$ cat src/hw/rtl/sfdc_pkg.sv
// Shared constants, codes and types of the serial frame deframer.
// No dependencies; imported by all other files of the block.
package sfdc_pkg;

    localparam int PAYLOAD_BYTES = 30;
    localparam int MAX_WORDS     = 15;
    localparam int NWORDS        = ((PAYLOAD_BYTES / 2) > MAX_WORDS) ?
                                   MAX_WORDS : (PAYLOAD_BYTES / 2);
    localparam int STORE_DEPTH   = 2 * NWORDS;
    localparam int STORE_AW      = (STORE_DEPTH > 2) ? $clog2(STORE_DEPTH) : 1;
    localparam int ADDR_W        = STORE_AW + 1;
    localparam int CNT_W         = $clog2(PAYLOAD_BYTES + 3);
    localparam int IDX_W         = 4;

    localparam logic [7:0] SYNC_RESET = 8'h88;
    localparam logic [7:0] TYPE_RESET = 8'h55;
    localparam logic [7:0] LEN_VALUE  = 8'(PAYLOAD_BYTES);

    localparam logic REG_SYNC = 1'b0;
    localparam logic REG_TYPE = 1'b1;

    typedef enum logic [1:0] {
        B_IDLE,
        B_LO,
        B_HI,
        B_EMIT
    } back_state_t;

    typedef struct packed {
        logic              en;
        logic [ADDR_W-1:0] addr;
        logic [7:0]        data;
    } store_wr_t;

    typedef struct packed {
        logic en;
        logic bank;
    } bank_evt_t;

endpackage

$ cat src/hw/rtl/sfdc_front.sv
// Byte front end: sync hunt, frame count, checksum and frame checks.
// Writes payload into the back end's store; depends on sfdc_pkg.
module sfdc_front
(
    input  logic               clk,
    input  logic               rst_n,
    input  logic               push,
    output logic               full,
    input  logic [7:0]         rx_byte,
    input  logic [7:0]         sync_value,
    input  logic [7:0]         frame_type,
    output sfdc_pkg::store_wr_t wr,
    output sfdc_pkg::bank_evt_t tok,
    input  sfdc_pkg::bank_evt_t done
);
    import sfdc_pkg::*;

    logic             hunting_reg, hunting_next;
    logic [CNT_W-1:0] cnt_reg, cnt_next;
    logic [7:0]       sum_reg, sum_next;
    logic [7:0]       type_reg, type_next;
    logic             len_ok_reg, len_ok_next;
    logic             wbank_reg, wbank_next;
    logic [1:0]       busy_reg, busy_next;
    logic             accept;
    logic [CNT_W-1:0] pidx;

    assign full   = busy_reg[wbank_reg];
    assign accept = push && !full;
    assign pidx   = cnt_reg - CNT_W'(2);

    always_comb
    begin
        hunting_next = hunting_reg;
        cnt_next     = cnt_reg;
        sum_next     = sum_reg;
        type_next    = type_reg;
        len_ok_next  = len_ok_reg;
        wbank_next   = wbank_reg;
        busy_next    = busy_reg;
        wr.en        = 1'b0;
        wr.addr      = {wbank_reg, pidx[STORE_AW-1:0]};
        wr.data      = rx_byte;
        tok.en       = 1'b0;
        tok.bank     = wbank_reg;
        if (done.en)
        begin
            busy_next[done.bank] = 1'b0;
        end
        if (accept)
        begin
            if (hunting_reg)
            begin
                if (rx_byte == sync_value)
                begin
                    hunting_next = 1'b0;
                    cnt_next     = '0;
                    sum_next     = rx_byte;
                end
            end
            else if (cnt_reg < CNT_W'(PAYLOAD_BYTES + 2))
            begin
                sum_next = sum_reg + rx_byte;
                cnt_next = cnt_reg + CNT_W'(1);
                if (cnt_reg == CNT_W'(0))
                begin
                    type_next = rx_byte;
                end
                if (cnt_reg == CNT_W'(1))
                begin
                    len_ok_next = (rx_byte == LEN_VALUE);
                end
                if (cnt_reg >= CNT_W'(2) && pidx < CNT_W'(STORE_DEPTH))
                begin
                    wr.en = 1'b1;
                end
            end
            else
            begin
                // checksum byte closes the frame
                hunting_next = 1'b1;
                cnt_next     = '0;
                sum_next     = '0;
                if (type_reg == frame_type && len_ok_reg && sum_reg == rx_byte)
                begin
                    tok.en               = 1'b1;
                    busy_next[wbank_reg] = 1'b1;
                    wbank_next           = ~wbank_reg;
                end
            end
        end
    end

    always_ff @(posedge clk or negedge rst_n)
    begin
        if (!rst_n)
        begin
            hunting_reg <= 1'b1;
            cnt_reg     <= '0;
            sum_reg     <= '0;
            len_ok_reg  <= 1'b0;
            wbank_reg   <= 1'b0;
            busy_reg    <= '0;
        end
        else
        begin
            hunting_reg <= hunting_next;
            cnt_reg     <= cnt_next;
            sum_reg     <= sum_next;
            len_ok_reg  <= len_ok_next;
            wbank_reg   <= wbank_next;
            busy_reg    <= busy_next;
        end
    end

    always_ff @(posedge clk)
    begin
        type_reg <= type_next;
    end

endmodule

$ cat src/hw/rtl/sfdc_tok_fifo.sv
// Two-entry queue of finished-frame bank tokens between front and back.
// Depends on sfdc_pkg.
module sfdc_tok_fifo
(
    input  logic                clk,
    input  logic                rst_n,
    input  sfdc_pkg::bank_evt_t tok,
    input  logic                pop,
    output logic                valid,
    output logic                bank
);
    import sfdc_pkg::*;

    logic [1:0] mem_reg;
    logic       wptr_reg, wptr_next;
    logic       rptr_reg, rptr_next;
    logic [1:0] cnt_reg, cnt_next;
    logic       do_pop;

    assign valid  = (cnt_reg != 2'd0);
    assign bank   = mem_reg[rptr_reg];
    assign do_pop = pop && valid;

    always_comb
    begin
        wptr_next = wptr_reg;
        rptr_next = rptr_reg;
        cnt_next  = cnt_reg;
        if (tok.en)
        begin
            wptr_next = ~wptr_reg;
        end
        if (do_pop)
        begin
            rptr_next = ~rptr_reg;
        end
        case ({tok.en, do_pop})
            2'b10:   cnt_next = cnt_reg + 2'd1;
            2'b01:   cnt_next = cnt_reg - 2'd1;
            default: cnt_next = cnt_reg;
        endcase
    end

    always_ff @(posedge clk or negedge rst_n)
    begin
        if (!rst_n)
        begin
            wptr_reg <= 1'b0;
            rptr_reg <= 1'b0;
            cnt_reg  <= '0;
        end
        else
        begin
            wptr_reg <= wptr_next;
            rptr_reg <= rptr_next;
            cnt_reg  <= cnt_next;
        end
    end

    always_ff @(posedge clk)
    begin
        if (tok.en)
        begin
            mem_reg[wptr_reg] <= tok.bank;
        end
    end

endmodule

$ cat src/hw/rtl/sfdc_back.sv
// Back end: double-banked payload store, word assembly and result register.
// Depends on sfdc_pkg.
module sfdc_back
(
    input  logic                clk,
    input  logic                rst_n,
    input  sfdc_pkg::store_wr_t wr,
    input  logic                tok_valid,
    input  logic                tok_bank,
    output logic                tok_pop,
    output sfdc_pkg::bank_evt_t done,
    output logic                empty,
    input  logic                pop,
    output logic [3:0]          word_index,
    output logic signed [15:0]  word_value,
    output logic                last_word
);
    import sfdc_pkg::*;

    logic [7:0]        store_mem [0:(1 << ADDR_W) - 1];
    logic [7:0]        rdata_reg;
    logic [ADDR_W-1:0] raddr;

    back_state_t       state_reg, state_next;
    logic              bank_reg, bank_next;
    logic [IDX_W-1:0]  k_reg, k_next;
    logic [7:0]        lo_reg;
    logic              out_valid_reg, out_valid_next;
    logic [IDX_W-1:0]  out_index_reg;
    logic [15:0]       out_value_reg;
    logic              out_last_reg;
    logic              slot_free;
    logic              load;
    logic              is_last;
    logic [STORE_AW-1:0] lo_addr;

    assign slot_free = !out_valid_reg || pop;
    assign is_last   = (k_reg == IDX_W'(NWORDS - 1));
    assign lo_addr   = STORE_AW'({k_reg, 1'b0});

    always_comb
    begin
        state_next = state_reg;
        bank_next  = bank_reg;
        k_next     = k_reg;
        tok_pop    = 1'b0;
        load       = 1'b0;
        done.en    = 1'b0;
        done.bank  = bank_reg;
        raddr      = {bank_reg, lo_addr};
        case (state_reg)
            B_IDLE:
            begin
                if (tok_valid)
                begin
                    tok_pop    = 1'b1;
                    bank_next  = tok_bank;
                    k_next     = '0;
                    state_next = B_LO;
                end
            end
            B_LO:
            begin
                state_next = B_HI;
            end
            B_HI:
            begin
                raddr      = {bank_reg, lo_addr | STORE_AW'(1)};
                state_next = B_EMIT;
            end
            B_EMIT:
            begin
                // keep the high byte on the read data while the result slot is busy
                raddr = {bank_reg, lo_addr | STORE_AW'(1)};
                if (slot_free)
                begin
                    load = 1'b1;
                    k_next = k_reg + IDX_W'(1);
                    if (is_last)
                    begin
                        done.en    = 1'b1;
                        state_next = B_IDLE;
                    end
                    else
                    begin
                        state_next = B_LO;
                    end
                end
            end
            default:
            begin
                state_next = B_IDLE;
            end
        endcase
        out_valid_next = out_valid_reg;
        if (pop)
        begin
            out_valid_next = 1'b0;
        end
        if (load)
        begin
            out_valid_next = 1'b1;
        end
    end

    always_ff @(posedge clk or negedge rst_n)
    begin
        if (!rst_n)
        begin
            state_reg     <= B_IDLE;
            out_valid_reg <= 1'b0;
        end
        else
        begin
            state_reg     <= state_next;
            out_valid_reg <= out_valid_next;
        end
    end

    always_ff @(posedge clk)
    begin
        bank_reg <= bank_next;
        k_reg    <= k_next;
        if (state_reg == B_HI)
        begin
            lo_reg <= rdata_reg;
        end
        if (load)
        begin
            out_index_reg <= k_reg;
            out_value_reg <= {rdata_reg, lo_reg};
            out_last_reg  <= is_last;
        end
    end

    always_ff @(posedge clk)
    begin
        if (wr.en)
        begin
            store_mem[wr.addr] <= wr.data;
        end
        rdata_reg <= store_mem[raddr];
    end

    assign empty      = !out_valid_reg;
    assign word_index = out_index_reg;
    assign word_value = $signed(out_value_reg);
    assign last_word  = out_last_reg;

endmodule

$ cat src/hw/rtl/sync_frame_deframer_checksum_core.sv
// Serial frame deframer with additive checksum, top level.
// Bytes are taken one per cycle while full is low; full rises only while both payload banks
// hold unsent frames. Words are read out after the checksum byte through one store read
// port, two byte reads per word, and wait in B_EMIT while the result register is occupied.
// Reset (rst_n, async, active low) starts hunting, empties queues and reloads the registers.
// Depends on sfdc_pkg, sfdc_front, sfdc_tok_fifo and sfdc_back.
module sync_frame_deframer_checksum_core
(
    input  logic               clk,
    input  logic               rst_n,
    input  logic               psel,
    input  logic               penable,
    input  logic               pwrite,
    input  logic [2:0]         paddr,
    input  logic [31:0]        pwdata,
    output logic [31:0]        prdata,
    output logic               pready,
    input  logic               push,
    output logic               full,
    input  logic [7:0]         rx_byte,
    output logic               empty,
    input  logic               pop,
    output logic [3:0]         word_index,
    output logic signed [15:0] word_value,
    output logic               last_word
);
    import sfdc_pkg::*;

    logic [7:0] sync_reg;
    logic [7:0] type_reg;
    logic       cfg_wr;
    store_wr_t  wr;
    bank_evt_t  tok;
    bank_evt_t  done;
    logic       tok_valid;
    logic       tok_bank;
    logic       tok_pop;

    assign pready = 1'b1;
    assign cfg_wr = psel && penable && pwrite && pready;
    assign prdata = (paddr[2] == REG_TYPE) ? {24'd0, type_reg} : {24'd0, sync_reg};

    always_ff @(posedge clk or negedge rst_n)
    begin
        if (!rst_n)
        begin
            sync_reg <= SYNC_RESET;
            type_reg <= TYPE_RESET;
        end
        else if (cfg_wr)
        begin
            if (paddr[2] == REG_SYNC)
            begin
                sync_reg <= pwdata[7:0];
            end
            else
            begin
                type_reg <= pwdata[7:0];
            end
        end
    end

    sfdc_front u_front
    (
        .clk        (clk),
        .rst_n      (rst_n),
        .push       (push),
        .full       (full),
        .rx_byte    (rx_byte),
        .sync_value (sync_reg),
        .frame_type (type_reg),
        .wr         (wr),
        .tok        (tok),
        .done       (done)
    );

    sfdc_tok_fifo u_tok_fifo
    (
        .clk   (clk),
        .rst_n (rst_n),
        .tok   (tok),
        .pop   (tok_pop),
        .valid (tok_valid),
        .bank  (tok_bank)
    );

    sfdc_back u_back
    (
        .clk        (clk),
        .rst_n      (rst_n),
        .wr         (wr),
        .tok_valid  (tok_valid),
        .tok_bank   (tok_bank),
        .tok_pop    (tok_pop),
        .done       (done),
        .empty      (empty),
        .pop        (pop),
        .word_index (word_index),
        .word_value (word_value),
        .last_word  (last_word)
    );

endmodule
$ cat config.mk
export PLATFORM = sky130hd
export DESIGN_NAME = sync_frame_deframer_checksum_core
export DESIGN_NICKNAME = d
export VERILOG_FILES = /design/src/hw/rtl/sfdc_pkg.sv /design/src/hw/rtl/sfdc_front.sv /design/src/hw/rtl/sfdc_tok_fifo.sv /design/src/hw/rtl/sfdc_back.sv /design/src/hw/rtl/sync_frame_deframer_checksum_core.sv
export SDC_FILE = /design/constraint.sdc
export NUM_CORES = 1
export LEC_CHECK = 0
export ABC_CLOCK_PERIOD_IN_PS = 3040
export BUFFER_PORTS_ARGS = -buffer_cell sky130_fd_sc_hd__buf_2
export CORE_UTILIZATION = 40
export DETAILED_ROUTE_END_ITERATION = 7
export PLACE_DENSITY = 0.66
export SLEW_MARGIN = 20
export SYNTH_ARGS = -nofsm -noshare
export SYNTH_HDL_FRONTEND = slang
export SYNTH_SLANG_ARGS = --single-unit
$ cat constraint.sdc
create_clock -name clk -period 3.04 [get_ports clk]
set_input_delay 0.152 -clock clk [delete_from_list [all_inputs] [get_ports clk]]
set_output_delay 0.152 -clock clk [all_outputs]
set_load 0.02 [all_outputs]
* After elaboration in Yosys (flattened, before gate mapping)
Memories as Yosys holds them, arrays and structs flattened. A register that Yosys moved wholly into a read port is not among the register bits.
Index checks and enable logic that the tools add are counted.
Widths: inputs -> output; s select.
** Storage, ports and cells
- Flip-flop bits (word level) :: 86
- RAM bits :: 512
- Input bits :: 50
- Output and inout port bits :: 56
- Word-level logic and storage cells :: 144
- Memories :: 1
** Operators by class
- Add/sub/neg operators :: 6
- Order comparisons :: 10
- Equality and inequality tests :: 14
- Mux-type cells :: 54
- Bitwise operators :: 9
- Reduce and logical (&&, ||, !) cells :: 29
** Memories
- u_back.store_mem :: depth 64, bits a word 8, rd ports 1, clocked after Yosys merged registers in 1, write ports 1, RTL line sfdc_back.sv:20 : logic [7:0] store_mem [0:(1 << ADDR_W) - 1];
** Operator list (count)
- $mux 8 :: 4
- $mux 1 :: 31
- $eq 8x8->1 :: 3
- $mux 6 :: 3
- $mux 2 :: 7
- $reduce_and 4->1 :: 3
- $logic_and 1x1->1 :: 10
- $reduce_and 2->1 :: 5
- $add 8x8->8 :: 1
- $eq 8x5->1 const B :: 1
- $lt 1x2->1 const B :: 4
- $mux 4 :: 2
- $pmux 2 s4 :: 1
- $pmux 4 s2 :: 1
- $reduce_bool 2->1 :: 4
- $add 6x1->6 const B :: 1
- $eq 2x2->1 const B :: 3
- $eq 6x1->1 const B :: 1
- $ge 6x2->1 const B :: 1
- $logic_not 6->1 :: 1
- $lt 6x5->1 const B :: 1
- $lt 6x6->1 const B :: 1
- $not 1->1 :: 6
- $sub 6x2->6 const B :: 1
- other kinds (19) :: 26

* Depth between registers and ports, before layout
- Word-level depth :: 12
- Mapped depth :: 11
- Mapped depth without buffers :: 9

* By module
A second synthesis with hierarchy kept.
** Second synthesis, totals
- Cell total of the unflattened synthesis :: 1554
- Area, all modules :: 25134.1 um2
** Modules (own cells, without submodules)
- sfdc_back :: instances 1, cells each 1269, area each 21988.6 um2, sequential area each 16631.0 um2
- sfdc_front :: instances 1, cells each 196, area each 1953.1 um2, sequential area each 716.9 um2
- sync_frame_deframer_checksum_core :: instances 1, cells each 70, area each 929.6 um2, sequential area each 407.9 um2
- sfdc_tok_fifo :: instances 1, cells each 19, area each 262.8 um2, sequential area each 160.2 um2

* Worst setup path before layout
Ideal clock, no wire load.
- Path type :: flip-flop to flip-flop
- From :: register u_front.cnt_reg[2]
- To :: memory u_back.store_mem[55][0], enable pin
- Setup time :: 0.370 ns
- Data arrival time :: 2.188 ns
- Required time :: 2.670 ns
- Slack :: 0.481 ns
- Cell stages (with the launch flop) :: 10
- Buffers on the path :: 1
- Clock period less this slack :: 2.559 ns
- Cell sequence :: dfrtp_1 > clkbuf_1 > inv_1 > ha_1 > and3b_1 > o21ai_0 > a211oi_1 > nor3_2 > nand2_1 > nor2_1
** On the way
- Word-level cells in the longest chain between the ends :: 9
- Elaborated cells between the ends (all ways) :: 11
- Classes of those cells :: 1 x add/sub; 3 x order compare; 6 x mux; 1 x reduce/logical
** Ends and longest elaborated chain
- start, declared :: RTL line sfdc_front.sv:19 : logic [CNT_W-1:0] cnt_reg, cnt_next;
- start signal, assigned :: RTL line sfdc_front.sv:108 : cnt_reg <= cnt_next;
- $sub 6x2->6 :: RTL line sfdc_front.sv:30 : assign pidx = cnt_reg - CNT_W'(2);
- $lt 6x5->1 :: RTL line sfdc_front.sv:73 : if (cnt_reg >= CNT_W'(2) && pidx < CNT_W'(STORE_DEPTH))
- $logic_and 1x1->1 :: RTL line sfdc_front.sv:73
- $mux 1 :: RTL line sfdc_front.sv:73
- $mux 1 :: RTL line sfdc_front.sv:61 : else if (cnt_reg < CNT_W'(PAYLOAD_BYTES + 2))
- $mux 1 :: RTL line sfdc_front.sv:52 : if (hunting_reg)
- $mux 1 :: RTL line sfdc_front.sv:50 : if (accept)
- $mux 1 :: RTL line sfdc_back.sv:138 : if (wr.en)
- $mux 1 (implied by the code) :: RTL line sfdc_back.sv:140 : store_mem[wr.addr] <= wr.data;
- end, declared :: RTL line sfdc_back.sv:20
Parallel ways exist; a longest one is shown, timed or not.

* Worst setup path in the final report
- From :: register u_back.state_reg[0]
- To :: register u_back.rdata_reg[3], read port of u_back.store_mem
** On the way
- Word-level cells in the longest chain between the ends :: 3
- Elaborated cells between the ends (all ways) :: 4
- Classes of those cells :: 2 x eq/ne; 1 x mux; 1 x reduce/logical
** Ends and longest elaborated chain
- start, declared :: RTL line sfdc_back.sv:24 : back_state_t state_reg, state_next;
- start signal, assigned :: RTL line sfdc_back.sv:115 : state_reg <= state_next;
- $eq 2x2->1 :: RTL line sfdc_back.sv:51 : case (state_reg)
- $reduce_or 2->1 (no line) (*)
- $mux 1 (*) :: RTL line sfdc_back.sv:51
- end, declared :: RTL line sfdc_back.sv:21 : logic [7:0] rdata_reg;
Every way passes the cells marked *; elsewhere a longest branch is shown, timed or not.
A chain may end at the register's enable or synchronous reset.

==> flow_summary.json <==
{
  "core_area_sq_um": 60600,
  "vias": 14700,
  "synth_area_sq_um": 24700,
  "synth_edf_count": 556,
  "antenna_left": 0,
  "period_needed_ps": 2870,
  "clock_path_buffers": 3,
  "slew_headroom": 0.427,
  "synth.most_common_cell": "edfxtp_1",
  "placementRows": 90,
  "path_cells": "ha_1 > nor2_4 > buf_12 > buf_12 > buf_4 > mux2i_1 > o22ai_1 > o21ai_0 > o211ai_1 > and3_1",
  "drive_gt1_frac": 0.192,
  "detail_route.iter0.violations": 1366,
  "grt_pass1_wl_um": 89100,
  "max_freq_ghz": 0.348,
  "ys_top_cells_by_count": "edfxtp_1, nand2_1, nor2_1",
  "die_w_um": 250,
  "leakage_nw": 10.4,
  "status": "finished, final reports clean",
  "skew_ps": 20.3,
  "gr-total-overflow": 0,
  "initial_utilization": 0.407,
  "synth_seq_cells": 606,
  "period_share": 0.944,
  "ioPinCount": 106,
  "cp-end-kind": "register",
  "routed_wl_um": 59200,
  "port-buffer-count": 54,
  "ys_warn_count": 0,
  "clock_latency_ps": 620,
  "cap_violations": 0,
  "worstSetupPathType": "reg -> reg",
  "cts_sinks": 606,
  "hp-class": "in -> async",
  "critPathMostFrequentCell": "buf_12",
  "worst_pin_slew_ps": 860,
  "synth_top_area_cell": "edfxtp_1",
  "critPathBufInv": 3,
  "synth_top_area_share": 0.677,
  "viasPerCell": 5.48,
  "path_clk_slew_ps": 60,
  "whs_ps": 55.5,
  "wl_per_cell_um": 22.2,
  "setup_violations": 0,
  "slew_violations": 0,
  "ys.flop_type": "edfxtp_1",
  "top_register": "u_back.store_mem",
  "cts_tree": "built",
  "detail_route.first_pass.iterations": 5,
  "stdcell_count": 2674,
  "cpMaxStageDelayCell": "dfrtp_1",
  "root_buffer": "clkbuf_16",
  "cp_max_fo": 33,
  "yosysSeqAreaShare": 0.727,
  "grt_pass1_vias": 14600,
  "drc": 0,
  "cp_slowest_stage_delay_ps": 410,
  "nFillCells": 5099,
  "track_usage": 0.188,
  "die_y_um": 250,
  "area_growth_pct": 15.8,
  "synth.distinct_cells": 69,
  "critPathRequiredTime_ps": 3550,
  "synth-async-reset-ratio": 0.0693,
  "dp.cells": 2554,
  "antenna_cells": 0,
  "crit_family": "buffers and inverters",
  "nets": 1918,
  "power_density_nw_per_um2": 645,
  "hpwl_um": 37200,
  "grt_max_degree": 70,
  "antenna_found_initial": 1,
  "cp-start-kind": "register",
  "final_hold_viol_count": 0,
  "peakVddDrop_mv": 0.617,
  "largest_register_ffs": 512,
  "crit_arrival_ps": 3380,
  "htreeDepth": 2,
  "yosys-top-cells-area": "edfxtp_1, nand2_1, dfrtp_1",
  "syn_inst": 1664,
  "die_area_sq_um": 62600,
  "numCtsBuffers": 59,
  "avgSynthCellArea_sq_um": 14.8,
  "cts_setup_buffers": 0,
  "gp_congestion": 0.817
}
## what timing repair did
| item | CTS | global route |
|---|---|---|
| hold buffers | 11 | 0 |
| endpoints found under the hold margin | 54 | 0 |
| resized for setup | 0 | 7 |
| setup endpoints to repair | 0 | 324 |
## where the power goes
group / total, mW / leakage [nW] / internal (mW) / switching [mW]
clock: 6.95 / 0.908 / 3.91 / 3.04
sequential: 9.69 / 5.59 / 9.48 / 0.208
combinational: 1.80 / 3.95 / 0.628 / 1.17
## per-stage QoR
stage	area (sq um)	setup slack, ps	utilization	total power, mW	TNS, ps
floorplan	24700	481	-	11.0	0
global placement	26600	142	0.439	11.5	0
detailed placement	26600	11.3	0.439	11.6	0
CTS	28500	4.11	0.471	18.5	0
global route	28600	-1.81	0.471	19.1	-8.67
finish	28600	169	0.471	18.4	0
## area by class of cell
type,count,area [sq um],area share
Clock buffer,78,1620,0.0567
Clock inverter,30,213,0.00745
Inverter,19,71.3,0.00250
Multi-Input combinational cell,955,6190,0.217
Sequential cell,606,17900,0.627
Tap cell,782,978,0.0343
Timing Repair Buffer,204,1560,0.0548
## worst register-to-register path, cell delays in order, from the launching register on
cell and delay (ps):
dfrtp_1 410, ha_1 400, nor2_4 240, buf_12 200, buf_12 240, buf_4 250
mux2i_1 240, o22ai_1 100, o21ai_0 200, o211ai_1 210, and3_1 270
## kinds of logic (layout without fill, tap and decap cells)
logic type,Yosys count,in the layout,synth area share
flip-flops,606,606,0.727
XOR/XNOR,33,33,0.0117
adder cells (fa/ha/maj),23,23,0.0120
other,2,25,0.000305
multiplexers,138,138,0.0680
AND/OR/NAND/NOR,533,534,0.0945
AO/OA/AOI/OAI,202,202,0.0592
buffers and inverters,127,331,0.0278
## per-layer routing
metal | share of wire | wire length, um | GRT usage
met1 | 0.42 | 24900 | 0.252
met2 | 0.49 | 29100 | 0.314
met3 | 0.061 | 3640 | 0.0296
met5 | 0.00022 | 13 | 0
met4 | 0.027 | 1580 | 0.0638
## worst paths after layout
kind                                                 start                                to  slack [ps]  cells after the start
setup / recovery           u_back.state_reg[0]$_DFFE_PN0P_       u_back.rdata_reg[3]$_DFF_P_         170                     10
hold / removal                                       rst_n   u_back.state_reg[0]$_DFFE_PN0P_          60                      2
setup reg to reg           u_back.state_reg[0]$_DFFE_PN0P_       u_back.rdata_reg[3]$_DFF_P_         170                     10
hold reg to reg                 u_back.lo_reg[0]$_DFFE_PP_    u_back.word_value[0]$_DFFE_PP_         430                      0
max in group asynchronous                            rst_n    u_front.cnt_reg[1]$_DFFE_PN0P_        2540                      2
min in group clk                                rx_byte[7]  u_back.store_mem[0][7]$_DFFE_PP_          60                      1
## cells in the final DEF (no fill, tap or decap), drive strengths merged, types with 22 or more instances in the layout
master	instances
o21ai	47
dfrtp	35
clkbuf	78
conb	25
nand2	290
clkinv	26
edfxtp	556
buf	193
a32oi	38
nor2	88
mux2i	82
nand3	75
mux2	36
ha	22
Note: power is estimated with default switching activity, not from simulation.
